==> src/rtl/core/amf_pkg.sv <==
// amf_pkg: shared widths, constants, status codes and controller states for the
// aperf/mperf frequency average unit. No dependencies; compiled first.
`default_nettype none

package amf_pkg;

  localparam int DATA_W     = 64;
  localparam int BASE_W     = 24;
  localparam int STATUS_W   = 2;
  localparam int MAX_CPUS_D = 256;

  localparam int SHIFT_BITS = 7;
  localparam logic [DATA_W-1:0] PCT_SCALE = 64'd100;
  // (2^64 - 1) / 100
  localparam logic [DATA_W-1:0] AD_LIMIT  = 64'd184467440737095516;

  typedef enum logic [STATUS_W-1:0] {
    STATUS_OK   = 2'd0,
    STATUS_BAD  = 2'd1,
    STATUS_ZERO = 2'd2
  } status_t;

  typedef enum logic [3:0] {
    ST_IDLE,
    ST_PREP,
    ST_SCALE,
    ST_DIV_PCNT,
    ST_MUL_BASE,
    ST_FREQ_GO,
    ST_DIV_FREQ,
    ST_ACCUM,
    ST_AVG_CHK,
    ST_DIV_AVG,
    ST_FINISH
  } state_t;

endpackage

`default_nettype wire

==> src/rtl/core/amf_if.sv <==
// amf channel interfaces: sample input, result output and base_freq write port.
// Depends on amf_pkg for field widths.
`default_nettype none

interface amf_in_if import amf_pkg::*; ();
  logic              valid;
  logic              ready;
  logic [DATA_W-1:0] old_mperf;
  logic [DATA_W-1:0] old_aperf;
  logic [DATA_W-1:0] new_mperf;
  logic [DATA_W-1:0] new_aperf;
  logic              old_bad;
  logic              new_bad;
  logic              last_cpu;

  modport source (output valid, old_mperf, old_aperf, new_mperf, new_aperf,
                  old_bad, new_bad, last_cpu, input ready);
  modport sink   (input valid, old_mperf, old_aperf, new_mperf, new_aperf,
                  old_bad, new_bad, last_cpu, output ready);
endinterface

interface amf_out_if import amf_pkg::*; ();
  logic                valid;
  logic                ready;
  logic [DATA_W-1:0]   cpu_freq;
  logic [STATUS_W-1:0] status;
  logic [DATA_W-1:0]   average_freq;
  logic                average_ok;
  logic                last;

  modport source (output valid, cpu_freq, status, average_freq, average_ok, last,
                  input ready);
  modport sink   (input valid, cpu_freq, status, average_freq, average_ok, last,
                  output ready);
endinterface

interface amf_cfg_if import amf_pkg::*; ();
  logic              valid;
  logic              ready;
  logic [BASE_W-1:0] base_freq;

  modport source (output valid, base_freq, input ready);
  modport sink   (input valid, base_freq, output ready);
endinterface

`default_nettype wire

==> src/rtl/core/amf_div.sv <==
// amf_div: bit-serial restoring divider, one quotient bit per cycle.
// Depends on amf_pkg for the default data width.
`default_nettype none

module amf_div import amf_pkg::*; #(
  parameter int WIDTH = DATA_W
) (
  input  wire logic             clk,
  input  wire logic             rst,
  input  wire logic             start,
  input  wire logic [WIDTH-1:0] dividend,
  input  wire logic [WIDTH-1:0] divisor,
  output logic                  done,
  output logic      [WIDTH-1:0] quotient
);

  localparam int CNT_W = $clog2(WIDTH);

  logic [WIDTH-1:0] rem;
  logic [WIDTH-1:0] quo;
  logic [WIDTH-1:0] dvs;
  logic [CNT_W-1:0] cnt;
  logic             busy;
  logic [WIDTH:0]   shifted;
  logic [WIDTH:0]   diff;

  // dividend bits leave quo at the top while quotient bits enter at the bottom
  assign shifted  = {rem, quo[WIDTH-1]};
  assign diff     = shifted - {1'b0, dvs};
  assign quotient = quo;

  always_ff @(posedge clk) begin
    if (rst) begin
      busy <= 1'b0;
      done <= 1'b0;
      cnt  <= '0;
    end else begin
      done <= 1'b0;
      if (start) begin
        rem  <= '0;
        quo  <= dividend;
        dvs  <= divisor;
        cnt  <= '0;
        busy <= 1'b1;
      end else if (busy) begin
        if (!diff[WIDTH]) begin
          rem <= diff[WIDTH-1:0];
          quo <= {quo[WIDTH-2:0], 1'b1};
        end else begin
          rem <= shifted[WIDTH-1:0];
          quo <= {quo[WIDTH-2:0], 1'b0};
        end
        cnt <= cnt + 1'b1;
        if (cnt == CNT_W'(WIDTH - 1)) begin
          busy <= 1'b0;
          done <= 1'b1;
        end
      end
    end
  end

endmodule

`default_nettype wire

==> src/rtl/core/aperf_mperf_freq_average_unit.sv <==
// aperf_mperf_freq_average_unit: per-cpu effective frequency and running average.
// Result paths: a read error or a zero mperf difference skips the arithmetic; a valid cpu takes
// two serial divides around a shift-add multiply by base_freq; the last cpu adds an average
// check, plus an average divide when any cpu was counted.
// Throughput: one sample at a time, the next taken the cycle after its result registers.
// Reset (rst, synchronous): base_freq, sum and cpu count to zero, channels idle.
`default_nettype none

module aperf_mperf_freq_average_unit import amf_pkg::*; #(
  parameter int MAX_CPUS = MAX_CPUS_D
) (
  input wire logic  clk,
  input wire logic  rst,
  amf_cfg_if.sink   cfg,
  amf_in_if.sink    sample,
  amf_out_if.source result
);

  localparam int CNT_W = $clog2(MAX_CPUS + 1);
  localparam int MUL_W = $clog2(BASE_W);

  state_t state, state_next;

  logic [BASE_W-1:0] base_freq;
  logic [DATA_W-1:0] md, ad;
  logic              bad, last;
  status_t           status;
  logic [DATA_W-1:0] freq, avg;
  logic              avg_ok;
  logic [DATA_W-1:0] mcand, acc;
  logic [BASE_W-1:0] mplier;
  logic [MUL_W-1:0]  mul_cnt;
  logic [DATA_W-1:0] freq_sum;
  logic [CNT_W-1:0]  valid_cpus;

  logic                out_valid;
  logic [DATA_W-1:0]   out_freq, out_avg;
  logic [STATUS_W-1:0] out_status;
  logic                out_avg_ok, out_last;

  logic              div_start, div_done;
  logic [DATA_W-1:0] div_dividend, div_divisor, div_quotient;
  logic              slot_free;

  assign slot_free    = !out_valid || result.ready;
  assign sample.ready = (state == ST_IDLE);
  assign cfg.ready    = 1'b1;

  assign result.valid        = out_valid;
  assign result.cpu_freq     = out_freq;
  assign result.status       = out_status;
  assign result.average_freq = out_avg;
  assign result.average_ok   = out_avg_ok;
  assign result.last         = out_last;

  amf_div #(.WIDTH(DATA_W)) u_div (
    .clk      (clk),
    .rst      (rst),
    .start    (div_start),
    .dividend (div_dividend),
    .divisor  (div_divisor),
    .done     (div_done),
    .quotient (div_quotient)
  );

  always_ff @(posedge clk) begin
    if (rst) begin
      state <= ST_IDLE;
    end else begin
      state <= state_next;
    end
  end

  always_comb begin
    state_next   = state;
    div_start    = 1'b0;
    div_dividend = '0;
    div_divisor  = '0;
    unique case (state)
      ST_IDLE: begin
        if (sample.valid) state_next = ST_PREP;
      end
      ST_PREP: begin
        state_next = bad ? ST_ACCUM : ST_SCALE;
      end
      ST_SCALE: begin
        if (md == '0) begin
          state_next = ST_ACCUM;
        end else begin
          // ad * 100 = (ad << 6) + (ad << 5) + (ad << 2), modulo 2^64
          div_start    = 1'b1;
          div_dividend = (ad << 6) + (ad << 5) + (ad << 2);
          div_divisor  = md;
          state_next   = ST_DIV_PCNT;
        end
      end
      ST_DIV_PCNT: begin
        if (div_done) state_next = ST_MUL_BASE;
      end
      ST_MUL_BASE: begin
        if (mul_cnt == MUL_W'(BASE_W - 1)) state_next = ST_FREQ_GO;
      end
      ST_FREQ_GO: begin
        div_start    = 1'b1;
        div_dividend = acc;
        div_divisor  = PCT_SCALE;
        state_next   = ST_DIV_FREQ;
      end
      ST_DIV_FREQ: begin
        if (div_done) state_next = ST_ACCUM;
      end
      ST_ACCUM: begin
        state_next = last ? ST_AVG_CHK : ST_FINISH;
      end
      ST_AVG_CHK: begin
        if (valid_cpus != '0) begin
          div_start    = 1'b1;
          div_dividend = freq_sum;
          div_divisor  = DATA_W'(valid_cpus);
          state_next   = ST_DIV_AVG;
        end else begin
          state_next = ST_FINISH;
        end
      end
      ST_DIV_AVG: begin
        if (div_done) state_next = ST_FINISH;
      end
      ST_FINISH: begin
        if (slot_free) state_next = ST_IDLE;
      end
      default: state_next = ST_IDLE;
    endcase
  end

  always_ff @(posedge clk) begin
    if (rst) begin
      out_valid  <= 1'b0;
      base_freq  <= '0;
      freq_sum   <= '0;
      valid_cpus <= '0;
    end else begin
      if (cfg.valid) base_freq <= cfg.base_freq;
      if (out_valid && result.ready && state != ST_FINISH) out_valid <= 1'b0;

      unique case (state)
        ST_IDLE: begin
          if (sample.valid) begin
            md     <= sample.new_mperf - sample.old_mperf;
            ad     <= sample.new_aperf - sample.old_aperf;
            bad    <= sample.old_bad | sample.new_bad;
            last   <= sample.last_cpu;
            status <= STATUS_OK;
            freq   <= '0;
            avg    <= '0;
            avg_ok <= 1'b0;
          end
        end
        ST_PREP: begin
          if (bad) begin
            status <= STATUS_BAD;
          end else if (ad > AD_LIMIT) begin
            md <= md >> SHIFT_BITS;
            ad <= ad >> SHIFT_BITS;
          end
        end
        ST_SCALE: begin
          if (md == '0) status <= STATUS_ZERO;
        end
        ST_DIV_PCNT: begin
          if (div_done) begin
            mcand   <= div_quotient;
            mplier  <= base_freq;
            acc     <= '0;
            mul_cnt <= '0;
          end
        end
        ST_MUL_BASE: begin
          if (mplier[0]) acc <= acc + mcand;
          mcand   <= mcand << 1;
          mplier  <= mplier >> 1;
          mul_cnt <= mul_cnt + 1'b1;
        end
        ST_DIV_FREQ: begin
          if (div_done) freq <= div_quotient;
        end
        ST_ACCUM: begin
          if (status == STATUS_OK && valid_cpus < CNT_W'(MAX_CPUS)) begin
            freq_sum   <= freq_sum + freq;
            valid_cpus <= valid_cpus + 1'b1;
          end
        end
        ST_DIV_AVG: begin
          if (div_done) begin
            avg    <= div_quotient;
            avg_ok <= 1'b1;
          end
        end
        ST_FINISH: begin
          if (slot_free) begin
            out_valid  <= 1'b1;
            out_freq   <= freq;
            out_status <= status;
            out_avg    <= avg;
            out_avg_ok <= avg_ok;
            out_last   <= last;
            // a new measurement starts after the last cpu
            if (last) begin
              freq_sum   <= '0;
              valid_cpus <= '0;
            end
          end
        end
        default: begin
        end
      endcase
    end
  end

endmodule

`default_nettype wire

==> src/flat_wrapper.sv <==
// flat-port wrapper written by rule: the top's interface ports become plain ports
module aperf_mperf_freq_average_unit_flat import amf_pkg::*;
#(
  parameter int MAX_CPUS = MAX_CPUS_D
)
  (clk, rst, cfg_valid, cfg_base_freq, cfg_ready, sample_valid, sample_old_mperf, sample_old_aperf, sample_new_mperf, sample_new_aperf, sample_old_bad, sample_new_bad, sample_last_cpu, sample_ready, result_valid, result_cpu_freq, result_status, result_average_freq, result_average_ok, result_last, result_ready);
  amf_cfg_if cfg_i ();
  amf_in_if sample_i ();
  amf_out_if result_i ();
  input wire logic clk;
  input wire logic rst;
  input wire logic [$bits(cfg_i.valid)-1:0] cfg_valid;
  input wire logic [$bits(cfg_i.base_freq)-1:0] cfg_base_freq;
  output wire logic [$bits(cfg_i.ready)-1:0] cfg_ready;
  input wire logic [$bits(sample_i.valid)-1:0] sample_valid;
  input wire logic [$bits(sample_i.old_mperf)-1:0] sample_old_mperf;
  input wire logic [$bits(sample_i.old_aperf)-1:0] sample_old_aperf;
  input wire logic [$bits(sample_i.new_mperf)-1:0] sample_new_mperf;
  input wire logic [$bits(sample_i.new_aperf)-1:0] sample_new_aperf;
  input wire logic [$bits(sample_i.old_bad)-1:0] sample_old_bad;
  input wire logic [$bits(sample_i.new_bad)-1:0] sample_new_bad;
  input wire logic [$bits(sample_i.last_cpu)-1:0] sample_last_cpu;
  output wire logic [$bits(sample_i.ready)-1:0] sample_ready;
  output wire logic [$bits(result_i.valid)-1:0] result_valid;
  output wire logic [$bits(result_i.cpu_freq)-1:0] result_cpu_freq;
  output wire logic [$bits(result_i.status)-1:0] result_status;
  output wire logic [$bits(result_i.average_freq)-1:0] result_average_freq;
  output wire logic [$bits(result_i.average_ok)-1:0] result_average_ok;
  output wire logic [$bits(result_i.last)-1:0] result_last;
  input wire logic [$bits(result_i.ready)-1:0] result_ready;
  assign cfg_i.valid = cfg_valid;
  assign cfg_i.base_freq = cfg_base_freq;
  assign cfg_ready = cfg_i.ready;
  assign sample_i.valid = sample_valid;
  assign sample_i.old_mperf = sample_old_mperf;
  assign sample_i.old_aperf = sample_old_aperf;
  assign sample_i.new_mperf = sample_new_mperf;
  assign sample_i.new_aperf = sample_new_aperf;
  assign sample_i.old_bad = sample_old_bad;
  assign sample_i.new_bad = sample_new_bad;
  assign sample_i.last_cpu = sample_last_cpu;
  assign sample_ready = sample_i.ready;
  assign result_valid = result_i.valid;
  assign result_cpu_freq = result_i.cpu_freq;
  assign result_status = result_i.status;
  assign result_average_freq = result_i.average_freq;
  assign result_average_ok = result_i.average_ok;
  assign result_last = result_i.last;
  assign result_i.ready = result_ready;
  aperf_mperf_freq_average_unit #(.MAX_CPUS(MAX_CPUS)) u_core (.clk(clk), .rst(rst), .cfg(cfg_i), .sample(sample_i), .result(result_i));
endmodule
==> config.mk <==
export PLATFORM = sky130hd
export DESIGN_NAME = aperf_mperf_freq_average_unit_flat
export DESIGN_NICKNAME = d
export VERILOG_FILES = /design/src/rtl/core/amf_pkg.sv /design/src/rtl/core/amf_if.sv /design/src/rtl/core/amf_div.sv /design/src/rtl/core/aperf_mperf_freq_average_unit.sv /design/src/flat_wrapper.sv
export SDC_FILE = /design/constraint.sdc
export NUM_CORES = 2
export LEC_CHECK = 0
export BUFFER_PORTS_ARGS = -buffer_cell sky130_fd_sc_hd__buf_2
export CAP_MARGIN = 30
export CORE_MARGIN = 10
export CORE_UTILIZATION = 55
export CTS_CLUSTER_SIZE = 40
export DETAILED_ROUTE_END_ITERATION = 16
export GPL_TIMING_DRIVEN = 0
export PLACE_DENSITY = 0.75
export SLEW_MARGIN = 25
export SYNTH_ARGS = -nofsm -noshare
export SYNTH_HDL_FRONTEND = slang
export SYNTH_HIERARCHICAL = 1
export SYNTH_SLANG_ARGS = --single-unit
==> constraint.sdc <==
create_clock -name clk -period 15.5 [get_ports clk]
set_input_delay 0 -clock clk [delete_from_list [all_inputs] [get_ports clk]]
set_output_delay 0 -clock clk [all_outputs]
set_load 0.005 [all_outputs]
==> results.txt <==
Most common flop cell mapped by yosys -> edfxtp_1
Final critical-path share of the clock period -> 37.7%
Number of library cell types mapped by synthesis -> 113
Clock-pin slew on the worst setup and hold paths -> 0.06 ns
Die Height -> 343 um
Worst hold slack -> 0.0286 ns
CP Data Arrival Time -> 6.22 ns
Grt total ovfl -> 0
Pin count of the biggest net entering global routing -> 46
Maximum VDD drop -> 110 uV
Sw Share -> 43.6%
Design Area, Final -> 66100 sq um
PwrDens -> 169 nW/um^2
Combinational fraction of design power -> 49.3%
Setup violators final -> 0
Multi-input logic area -> 30400 sq um
Fin util -> 63.9%
Minimum clock period -> 5.85 ns
Slowest-stage cell, CP -> clkbuf_1
Placed Area -> 61900 sq um
GRT Util Overall -> 29.0%
RSZ-0062 raised after global routing -> no
Clk sinks -> 852
Yosys top cell area share -> 38.9%
Post-Syn Nets -> 6789
Final Hold Fails -> 0
FILL cells -> 8516
DIE AREA -> 117000 sq um
Io pins -> 423
Final clock skew -> 0.0317 ns
Nature of the critical path endpoint -> flop
Post-route DRC -> 0
Post-synthesis register bit count -> 852
First-pass GRT wire length -> 271000 um
Worst endpoint required time -> 15.87 ns
Cell mode on critical path -> clkbuf_1
Root buf cell -> clkbuf_16
Routed Antenna Nets -> 0
Wirelength per Cell -> 21.6 um
Pins over their slew limit -> 0
Vias per Instance -> 6.03
Effective utilization at floorplan -> 55.3%
Cells after Synth -> 6020
Sequential fraction of the synthesis area -> 42.8%
Internal -> 6.31 mW
Cell Area, Synth -> 57300 sq um
Placer Congestion -> 0.969
I/O Buffers -> 420
CTS max path bufs -> 3
Outcome -> completed
Net load switching power -> 4.88 mW
CP bufs+invs -> 6
Flop pwr share -> 30.9%
Std-Cell Core Area -> 103000 sq um
First drt pass iteration count -> 8
DP HPWL -> 139000 um
TritonCTS clock tree -> built
Initial antenna violation count -> 17
Worst-margin pin slew -> 1.12 ns
H-tree levels -> 3
Number of enable flip-flop cells after synthesis -> 742
Iter 0 DRT Violations -> 5332
Headroom to the max-slew limit -> 25.3%
Hold Path Class -> in2reg
Total power -> 11.2 mW
Syn Area/Cell -> 9.51 sq um
Crit path kind -> reg2reg
Via count -> 49200
Clock latency on the worst-skew pair -> 0.68 ns
Fraction of layout cells with a size suffix above 1 -> 11.7%
Vias in the first global route -> 47600
Ys async rst share -> 0%
Top Family by Delay on Critical Path -> buffers and inverters
Max-cap violation count -> 0
Register area -> 24500 sq um
# rows -> 118
Routed WL -> 176000 um
Crit path max fanout -> 25
Leakage dissipation -> 27.7 nW
Highest Clock Rate -> 171 MHz
YS warnings -> 6
Crit-path cells -> nand2b_1 -> nor3_1 -> nor2b_1 -> clkbuf_1 -> clkbuf_1 -> or3_1 -> clkbuf_1 -> clkbuf_1 -> nor2_1 -> nor2_4 -> buf_16 -> buf_12
Clock power share -> 19.8%
Die X -> 343 um
Main area contributors after synthesis -> edfxtp_1 (39%), ha_1 (9.1%), a21oi_1 (5.1%), nand2_1 (4.8%), dfxtp_1 (3.8%)
Slowest Stage Delay on Critical Path -> 0.86 ns
Synth area leader -> edfxtp_1
Nets -> 7463
Num CTS Buffers -> 89
Post-CTS setup buffers -> 0
Crit start category -> flop
P&R area growth vs syn -> 15.5%
per-stage QoR:
step | instances | TNS (ns) | worst slack (ns)
floorplan | 6020 | 0 | 3.73
finish | 8156 | 0 | 9.65
CTS | 8148 | 0 | 9.83
global route | 8153 | 0 | 9.54
detailed placement | 7864 | 0 | 9.84
global placement | 7820 | -30.83 | -0.251
flip-flops by register name (all words and copies together) (netlist names), 2 cells and up:
name	flops
u_core/state	4
u_core/base_freq	24
u_core/status	2
u_core/u_div/dvs	64
u_core/freq_sum	64
u_core/mplier	24
u_core/result.average_freq	64
u_core/result.status	2
u_core/u_div/cnt	6
u_core/freq	64
u_core/mul_cnt	5
u_core/ad	64
u_core/u_div/quotient	64
u_core/acc	64
u_core/result.cpu_freq	64
u_core/md	64
u_core/u_div/rem	64
u_core/valid_cpus	9
u_core/avg	64
u_core/mcand	64
final timing paths:
kind	from	endpoint	slack, ns	cells after the start
setup / recovery	u_core/state[3]	u_core/u_div/quotient[23]	9.65	12
hold reg to reg	u_core/avg[11]	u_core/result.average_freq[11]	0.41	0
hold / removal	sample_new_mperf[8]	u_core/md[8]	0.03	5
setup reg to reg	u_core/state[3]	u_core/u_div/quotient[23]	9.65	12
cell usage after synthesis (11+ instances only):
| cell type | count |
|---|---|
| a41oi_1 | 12 |
| a31oi_1 | 43 |
| o21bai_1 | 71 |
| a211o_1 | 12 |
| o31ai_1 | 41 |
| a311oi_1 | 11 |
| nand2_1 | 725 |
| xnor2_1 | 184 |
| dfxtp_1 | 110 |
| a21o_1 | 225 |
| o21a_1 | 36 |
| mux2i_1 | 29 |
| o211ai_1 | 25 |
| nand4_1 | 89 |
| a211oi_1 | 39 |
| nor4_1 | 32 |
| a21boi_0 | 16 |
| nor2b_1 | 57 |
| fa_1 | 63 |
| clkbuf_1 | 237 |
| or2_2 | 15 |
| mux2_2 | 63 |
| o21ai_1 | 11 |
| buf_2 | 21 |
| or3_1 | 25 |
| and3_1 | 102 |
| nand3_1 | 87 |
| edfxtp_1 | 742 |
| and2_1 | 143 |
| inv_1 | 339 |
| a21oi_1 | 586 |
| nor2_1 | 472 |
| nor3_1 | 79 |
| nand2b_1 | 49 |
| ha_1 | 418 |
| o21ai_0 | 332 |
| a22oi_1 | 91 |
| xor2_1 | 165 |
cells by family (layout without fill, tap and decap cells):
| kind of cell | count (synthesis) | after routing | share of synthesized area [%] |
|---|---|---|---|
| multiplexers | 92 | 92 | 1.75 |
| XOR/XNOR | 351 | 351 | 5.39 |
| flip-flops | 852 | 852 | 42.8 |
| adder cells (fa/ha/maj) | 481 | 481 | 11.3 |
| buffers and inverters | 622 | 1373 | 4.33 |
| AND/OR/NAND/NOR | 1931 | 1931 | 15.7 |
| AO/OA/AOI/OAI | 1690 | 1690 | 18.7 |
| other | 1 | 6 | 0.00655 |
power by group through the flow:
stage / clock network [mW] / logic (mW) / registers (mW)
4_1_cts: 2.25 / 5.37 / 3.45
5_1_grt: 2.34 / 5.98 / 3.49
3_5_place_dp: 0 / 5.30 / 3.49
6_report: 2.22 / 5.51 / 3.46
2_1_floorplan: 0 / 3.54 / 3.40
3_3_place_gp: 0 / 5.13 / 3.59
cells in the final DEF, fill, tap and decap left out, types with 165 or more instances in the layout:
cell type / Yosys / layout
edfxtp_1: 742 / 742
nand2_1: 725 / 725
a21oi_1: 586 / 586
nor2_1: 472 / 468
buf_2: 21 / 441
ha_1: 418 / 418
inv_1: 339 / 339
o21ai_0: 332 / 332
clkbuf_1: 237 / 252
a21o_1: 225 / 225
xnor2_1: 184 / 184
xor2_1: 165 / 165
cell type report:
| type | count | share of cell area, % |
|---|---|---|
| Antenna cell | 5 | 0.0189 |
| Buffer | 283 | 1.83 |
| Clock buffer | 112 | 3.65 |
| Clock inverter | 56 | 0.939 |
| Inverter | 339 | 1.92 |
| Multi-Input combinational cell | 4546 | 45.9 |
| Sequential cell | 852 | 37.0 |
| Tap cell | 1380 | 2.61 |
| Timing Repair Buffer | 583 | 6.04 |
worst min-delay path, stage by stage:
cell and delay, ns:
buf_2 0.08, ha_1 0.17, xnor2_1 0.13, nor2_1 0.10, nor2_1 0.05
timing repair:
item / CTS / global route
hold buffers: 116 / 0
hold endpoints to repair: 112 / 0
endpoints found under the setup margin: 0 / 0
gates resized for setup: 0 / 0
metal layers:
metal  vias to the layer above  GRT usage (%)  part of all wire (%)
li1                      23100              -                     -
met1                     23500           40.1                    43
met2                      2232           45.7                    45
met4                         2           10.3                   3.3
met5                         -              0                0.0074
met3                       316           4.79                   8.8
(Power assumes the default switching activity.)
